File: src/sv/gjls_pkg.sv
// shared types for the gauss-jordan linear solver
// used by gjls_ctrl, gjls_dp and gauss_jordan_linear_solver
package gjls_pkg;

  // source of the word written into the matrix store
  typedef enum logic [2:0] {
    WS_IN,
    WS_RDATA,
    WS_HOLD,
    WS_ONE,
    WS_ZERO,
    WS_DIV,
    WS_SUB
  } wsel_t;

  // commands from the controller to the datapath
  typedef struct packed {
    logic  rd;
    logic  wr;
    wsel_t wsel;
    logic  ld_best;
    logic  ld_hold;
    logic  ld_pivot;
    logic  ld_factor;
    logic  div_start;
    logic  mul_cap;
    logic  ld_out;
  } cmd_t;

  // status from the datapath to the controller
  typedef struct packed {
    logic cand_gt;
    logic rdata_zero;
    logic div_busy;
  } status_t;

endpackage

File: src/sv/gjls_ctrl.sv
// controller of the solver: load counters, pivot search, swap, normalize,
// eliminate and result sequencing; depends on gjls_pkg
module gjls_ctrl #(
  parameter int MAX_UNKNOWNS = 16,
  parameter int CW           = 5,
  parameter int RW           = 4,
  parameter int AW           = 9
) (
  input  logic               clk,
  input  logic               rst,
  input  logic               cfg_we,
  input  logic [4:0]         cfg_wdata,
  input  logic               s_valid,
  output logic               s_ready,
  output logic               m_valid,
  input  logic               m_ready,
  output logic [3:0]         m_index,
  output logic               m_last,
  output logic               m_sing,
  output gjls_pkg::cmd_t     cmd,
  input  gjls_pkg::status_t  st,
  output logic [AW-1:0]      rd_addr,
  output logic [AW-1:0]      wr_addr
);
  import gjls_pkg::*;

  typedef enum logic [4:0] {
    ST_LOAD, ST_PK, ST_PKC, ST_PSCAN, ST_SWC,
    ST_SW0, ST_SW1, ST_SW2, ST_SW3,
    ST_PV, ST_PV1, ST_N0, ST_N1, ST_N2,
    ST_E0, ST_E1, ST_E2, ST_E3, ST_E4,
    ST_NEXTK, ST_O0, ST_O1, ST_O2
  } state_t;

  state_t state;
  logic [CW-1:0] n, r, c, k, i, j, best;
  logic          sing;
  logic [CW-1:0] rd_row, rd_col, wr_row, wr_col;
  logic [CW-1:0] n_cfg;

  assign rd_addr = {rd_row[RW-1:0], rd_col};
  assign wr_addr = {wr_row[RW-1:0], wr_col};

  assign s_ready = state == ST_LOAD;
  assign m_valid = state == ST_O2;
  assign m_index = 4'(i);
  assign m_last  = (i + CW'(1)) == n;
  assign m_sing  = sing;

  always_comb begin
    if (cfg_wdata == 5'd0) n_cfg = CW'(1);
    else if (32'(cfg_wdata) > MAX_UNKNOWNS) n_cfg = CW'(MAX_UNKNOWNS);
    else n_cfg = CW'(cfg_wdata);
  end

  always_comb begin
    cmd    = '0;
    rd_row = k;
    rd_col = k;
    wr_row = k;
    wr_col = j;
    unique case (state)
      ST_LOAD: begin
        cmd.wr   = s_valid;
        cmd.wsel = WS_IN;
        wr_row   = r;
        wr_col   = c;
      end
      ST_PK:  cmd.rd = 1'b1;
      ST_PKC: begin
        cmd.ld_best = 1'b1;
        cmd.rd      = (k + CW'(1)) < n;
        rd_row      = k + CW'(1);
      end
      ST_PSCAN: begin
        cmd.ld_best = st.cand_gt;
        cmd.rd      = (i + CW'(1)) < n;
        rd_row      = i + CW'(1);
      end
      ST_SWC: ;
      ST_SW0: begin
        cmd.rd = 1'b1;
        rd_col = j;
      end
      ST_SW1: begin
        cmd.ld_hold = 1'b1;
        cmd.rd      = 1'b1;
        rd_row      = best;
        rd_col      = j;
      end
      ST_SW2: begin
        cmd.wr   = 1'b1;
        cmd.wsel = WS_RDATA;
      end
      ST_SW3: begin
        cmd.wr   = 1'b1;
        cmd.wsel = WS_HOLD;
        wr_row   = best;
      end
      ST_PV: cmd.rd = 1'b1;
      ST_PV1: begin
        cmd.ld_pivot = 1'b1;
        cmd.wr       = !st.rdata_zero;
        cmd.wsel     = WS_ONE;
        wr_col       = k;
      end
      ST_N0: begin
        cmd.rd = 1'b1;
        rd_col = j;
      end
      ST_N1: cmd.div_start = 1'b1;
      ST_N2: begin
        cmd.wr   = !st.div_busy;
        cmd.wsel = WS_DIV;
      end
      ST_E0: begin
        cmd.rd = (i != k) && (i < n);
        rd_row = i;
      end
      ST_E1: begin
        cmd.ld_factor = 1'b1;
        cmd.wr        = 1'b1;
        cmd.wsel      = WS_ZERO;
        wr_row        = i;
        wr_col        = k;
      end
      ST_E2: begin
        cmd.rd = 1'b1;
        rd_col = j;
      end
      ST_E3: begin
        cmd.mul_cap = 1'b1;
        cmd.rd      = 1'b1;
        rd_row      = i;
        rd_col      = j;
      end
      ST_E4: begin
        cmd.wr   = 1'b1;
        cmd.wsel = WS_SUB;
        wr_row   = i;
      end
      ST_NEXTK: ;
      ST_O0: begin
        cmd.rd = 1'b1;
        rd_row = i;
        rd_col = n;
      end
      ST_O1: cmd.ld_out = 1'b1;
      ST_O2: ;
      default: ;
    endcase
  end

  always_ff @(posedge clk) begin
    if (rst) begin
      state <= ST_LOAD;
      n     <= CW'(1);
      r     <= '0;
      c     <= '0;
      k     <= '0;
      i     <= '0;
      j     <= '0;
      best  <= '0;
      sing  <= 1'b0;
    end else begin
      unique case (state)
        ST_LOAD: begin
          if (s_valid) begin
            if (c == n) begin
              c <= '0;
              r <= r + CW'(1);
            end else begin
              c <= c + CW'(1);
            end
            if (r == n - CW'(1) && c == n) begin
              r     <= '0;
              c     <= '0;
              k     <= '0;
              sing  <= 1'b0;
              state <= ST_PK;
            end
          end
        end
        ST_PK: state <= ST_PKC;
        ST_PKC: begin
          best <= k;
          i    <= k + CW'(1);
          if ((k + CW'(1)) < n) state <= ST_PSCAN;
          else state <= ST_PV;
        end
        ST_PSCAN: begin
          if (st.cand_gt) best <= i;
          if ((i + CW'(1)) < n) i <= i + CW'(1);
          else state <= ST_SWC;
        end
        ST_SWC: begin
          j <= '0;
          if (best != k) state <= ST_SW0;
          else state <= ST_PV;
        end
        ST_SW0: state <= ST_SW1;
        ST_SW1: state <= ST_SW2;
        ST_SW2: state <= ST_SW3;
        ST_SW3: begin
          if (j == n) state <= ST_PV;
          else begin
            j     <= j + CW'(1);
            state <= ST_SW0;
          end
        end
        ST_PV: state <= ST_PV1;
        ST_PV1: begin
          if (st.rdata_zero) begin
            sing  <= 1'b1;
            state <= ST_NEXTK;
          end else begin
            j     <= k + CW'(1);
            state <= ST_N0;
          end
        end
        ST_N0: state <= ST_N1;
        ST_N1: state <= ST_N2;
        ST_N2: begin
          if (!st.div_busy) begin
            if (j == n) begin
              i     <= '0;
              state <= ST_E0;
            end else begin
              j     <= j + CW'(1);
              state <= ST_N0;
            end
          end
        end
        ST_E0: begin
          if (i >= n) state <= ST_NEXTK;
          else if (i == k) i <= i + CW'(1);
          else state <= ST_E1;
        end
        ST_E1: begin
          j     <= k + CW'(1);
          state <= ST_E2;
        end
        ST_E2: state <= ST_E3;
        ST_E3: state <= ST_E4;
        ST_E4: begin
          if (j == n) begin
            i     <= i + CW'(1);
            state <= ST_E0;
          end else begin
            j     <= j + CW'(1);
            state <= ST_E2;
          end
        end
        ST_NEXTK: begin
          if ((k + CW'(1)) == n) begin
            i     <= '0;
            state <= ST_O0;
          end else begin
            k     <= k + CW'(1);
            state <= ST_PK;
          end
        end
        ST_O0: state <= ST_O1;
        ST_O1: state <= ST_O2;
        ST_O2: begin
          if (m_ready) begin
            if ((i + CW'(1)) == n) state <= ST_LOAD;
            else begin
              i     <= i + CW'(1);
              state <= ST_O0;
            end
          end
        end
        default: state <= ST_LOAD;
      endcase
      // write size only while loading (unchecked); drops partial system
      if (cfg_we) begin
        n <= n_cfg;
        r <= '0;
        c <= '0;
      end
    end
  end

endmodule

File: config.mk
export PLATFORM = sky130hd
export DESIGN_NAME = gjls_ctrl
export DESIGN_NICKNAME = d
export VERILOG_FILES = /design/src/sv/gjls_pkg.sv /design/src/sv/gjls_ctrl.sv
export SDC_FILE = /design/constraint.sdc
export NUM_CORES = 1
export LEC_CHECK = 0
export ABC_AREA = 1
export BUFFER_PORTS_ARGS = -buffer_cell sky130_fd_sc_hd__buf_2
export CAP_MARGIN = 20
export CORE_MARGIN = 2
export CORE_UTILIZATION = 48
export CTS_BUF_LIST = sky130_fd_sc_hd__clkbuf_4
export DETAILED_ROUTE_END_ITERATION = 8
export PLACE_DENSITY_LB_ADDON = 0.08
export RECOVER_POWER = 50
export SLEW_MARGIN = 20
export SYNTH_ARGS = -nofsm -noshare
export SYNTH_HDL_FRONTEND = slang
export SYNTH_SLANG_ARGS = --single-unit
File: constraint.sdc
create_clock -name clk -period 3.3 [get_ports clk]
set_input_delay 0.99 -clock clk [delete_from_list [all_inputs] [get_ports clk]]
set_output_delay 0.99 -clock clk [all_outputs]
set_load 0.005 [all_outputs]
==> flow_metrics.env <==
export IMPL_status="finished with violations"
export IMPL_violations="setup timing"
export IMPL_ys_warn_count=0
export IMPL_fin_crit_sh_pct=100.8
export IMPL_drive_above_1_share_pct=20.25
export IMPL_setup_ws_ns=-0.02579
export IMPL_cap_violations=0
export IMPL_ys_async_sr_fraction_pct=0
export IMPL_clockBufferDepth=2
export IMPL_p_seq_share_pct=24.3
export IMPL_worst_pin_slew_ns=0.7395
export IMPL_grt_max_degree=22
export IMPL_cts_reportedPaths_clkPinSlew_ns=0.14
export IMPL_synth_edf_count=0
export IMPL_cts_sinks=41
export IMPL_rsz0062_at_grt="true"
export IMPL_initial_core_util_pct=48.61
export IMPL_ir_worst_vdd_mv=0.4019
export IMPL_finalInstanceArea_mm2=0.004691
export IMPL_stdcell_count=826
export IMPL_hold_class="reg -> reg"
export IMPL_setup_worst_path_start_class="flip-flop"
export IMPL_sw_frac_of_total_pct=52.21
export IMPL_min_period_ns=3.326
export IMPL_antenna_cells=0
export IMPL_p_switching_uw=1771
export IMPL_critPathRequiredTime_ns=2.31
export IMPL_place_area_mm2=0.004350
export IMPL_fillCellCount=859
export IMPL_gp_congestion=0.9435
export IMPL_clock_skew_ns=0.01331
export IMPL_syn_nets=686
export IMPL_via_count=4643
export IMPL_area_growth_pct=19.24
export IMPL_rows=33
export IMPL_netlist_area_mm2=0.003934
export IMPL_pwr_share_clk_pct=11.2
export IMPL_hold_viol_final=0
export IMPL_yosys_top_cells_area="dfxtp_1, nand2_1, inv_1, nor2_1, ha_1"
export IMPL_drc=0
export IMPL_worstPathArrival_ns=2.34
export IMPL_power_leakage_uw=0.002323
export IMPL_grt_antenna_before_repair=0
export IMPL_cts_tree="built"
export IMPL_clockRootBuffer="clkbuf_4"
export IMPL_htree_levels=2
export IMPL_grt_pass1_wl_um=21570
export IMPL_cts_made_buffers=5
export IMPL_clkLatencyLatePin_ns=0.39
export IMPL_die_h_um=94.53
export IMPL_cpMostUsedCell="nand3_1"
export IMPL_yosysTopAreaCell="dfxtp_1"
export IMPL_overflow=0
export IMPL_synthCells=652
export IMPL_synth_ff_type="dfxtp_1"
export IMPL_synth_commonest_cells="nand2_1, inv_1, nor2_1"
export IMPL_cts_hold_buffers=0
export IMPL_drt_pass1_iterations=7
export IMPL_cp_top_family="simple AND/OR/NAND/NOR gates"
export IMPL_fp_dieW_um=94.53
export IMPL_worstSetupPathType="reg -> out"
export IMPL_slowest_delay_ns=0.39
export IMPL_netlist_area_leader_share_pct=20.87
export IMPL_grt_pass1_vias=4244
export IMPL_synth_most_common_cell="nand2_1"
export IMPL_finalSetupViolCount=1
export IMPL_ys_types=42
export IMPL_portBuffers=50
export IMPL_grt_usage_pct=30.95
export IMPL_vias_per_cell=5.621
export IMPL_drt_wl_total_um=13790
export IMPL_die_area_mm2=0.008936
export IMPL_yosysSeqAreaShare_pct=20.87
export IMPL_place_inst=808
export IMPL_p_int_uw=1621
export IMPL_drt_iter0_markers=369
export IMPL_core_area_mm2=0.008093
export IMPL_fin_nets=754
export IMPL_drt_wirelength_per_cell_um=16.70
export IMPL_rrSetupSlack_ns=0.50
export IMPL_hpwlAfterDp_um=10580
export IMPL_antenna_left=0
export IMPL_avgSynthCellArea_um2=6.033
export IMPL_end_kind="primary output"
export IMPL_crit_buf_inv=2
export IMPL_fmax_mhz=300.7
export IMPL_power_density_mw_per_mm2=723.1
export IMPL_critPathSlowestCell="dfxtp_2"
export IMPL_cp_max_fo=3
export IMPL_ys_ff_latch=41
export IMPL_drv_slew=0
export IMPL_cp_cell_sequence="buf_6, nand3_1, xor2_1, ha_1, nand2_4, or2_4, nand4_1, o21ai_1, nor2_1, nand3_1, buf_2"
export IMPL_power_frac_comb_pct=64.6
export IMPL_slew_headroom_pct=50.64
export IMPL_ioPinCount=51
## worst reg2reg max path, stage by stage (launching register included)
cell,delay [ns]
dfxtp_1,0.68
inv_1,0.29
ha_1,0.38
inv_1,0.04
nand2_1,0.05
nand2_1,0.05
nor2_1,0.14
nand3_1,0.09
nor2_1,0.15
nand3_1,0.18
nand2_1,0.20
nand2_1,0.19
nand2_1,0.11
nand2_1,0.06
nor2_1,0.12
## cell type report
cell class | count | area (um2) | share of cell area [%]
Clock buffer | 6 | 45.04 | 0.9603
Clock inverter | 2 | 38.79 | 0.8269
Inverter | 82 | 315.3 | 6.722
Multi-Input combinational cell | 510 | 2826 | 60.26
Sequential cell | 41 | 843.3 | 17.98
Tap cell | 105 | 131.4 | 2.801
Timing Repair Buffer | 80 | 490.5 | 10.46
## cells by family (layout without fill, tap and decap cells)
| family | count (synthesis) | in the layout | synth area share (%) |
|---|---|---|---|
| DFF | 41 | 41 | 20.87 |
| xor gates and xnor gates | 24 | 24 | 5.343 |
| AOI/OAI and AO/OA | 100 | 100 | 15.65 |
| adders and majority gates | 21 | 21 | 6.679 |
| and+or+nand+nor | 365 | 365 | 40.71 |
| buffers and inverters | 101 | 170 | 10.75 |
## power groups by stage
stage	clock [uW]	combinational, uW	sequential (uW)
5_1_grt	395	2430	839
2_1_floorplan	0	1440	743
3_5_place_dp	0	1990	798
4_1_cts	375	2000	790
3_3_place_gp	0	1970	798
6_report	380	2190	823
## metrics by stage
step | hold slack (ns) | setup WS (ns) | TNS [ns] | util [%] | total power (uW)
3_5_place_dp | 0.4411 | 0.2635 | 0 | 53.76 | 2788
4_1_cts | 0.4608 | -0.02624 | -0.02624 | 55.71 | 3169
3_3_place_gp | 0.4306 | 0.3254 | 0 | 53.76 | 2771
6_report | 0.4569 | -0.02579 | -0.02579 | 57.96 | 3392
5_1_grt | 0.4826 | -0.1115 | -0.1115 | 57.96 | 3661
2_1_floorplan | 0.4404 | 0.4189 | 0 | - | 2184
## registers in the layout, summed over array words and instances, names as in the netlist
register,flops
best,5
c,5
i,5
j,5
k,5
m_sing,1
n,5
r,5
state,5
## worst paths after layout
check,startpoint,endpoint,cells after the start
worst min-delay path,m_sing,m_sing,2
worst max register to register,n[0],k[2],14
worst max-delay path,k[1],cmd[11],11
worst min register to register,m_sing,m_sing,2
## cell usage in the layout (no fill, tap or decap), types with 5 or more instances in the layout
master | synthesis | final
a211oi_1 | 6 | 6
a21oi_1 | 24 | 24
a22oi_1 | 8 | 8
a31oi_1 | 5 | 5
buf_2 | 2 | 47
buf_4 | 7 | 26
clkbuf_4 | 0 | 6
dfxtp_1 | 41 | 27
dfxtp_2 | 0 | 12
ha_1 | 21 | 18
inv_1 | 78 | 76
nand2_1 | 191 | 190
nand3_1 | 48 | 45
nand3b_1 | 8 | 8
nand4_1 | 6 | 6
nor2_1 | 74 | 70
nor2_2 | 11 | 14
nor2_4 | 4 | 5
nor3_1 | 9 | 8
o211ai_1 | 8 | 8
o21ai_0 | 29 | 28
xnor2_1 | 11 | 10
xor2_1 | 13 | 11
## per-layer routing
layer / track usage, % / up-vias / share of wire, %
li1: - / 2272 / -
met1: 44.27 / 2117 / 46
met2: 47.74 / 229 / 44
met3: 4.629 / 25 / 8.6
met4: 9.903 / 0 / 1.8
met5: 0 / - / 0
## timing repair
item | CTS | global route
cloned | 0 | 0
resized for setup | 17 | 31
setup endpoints to repair | 3 | 16
setup buffers | 2 | 8
pin swaps | 2 | 8
Note: power is estimated with default switching activity, not from simulation.
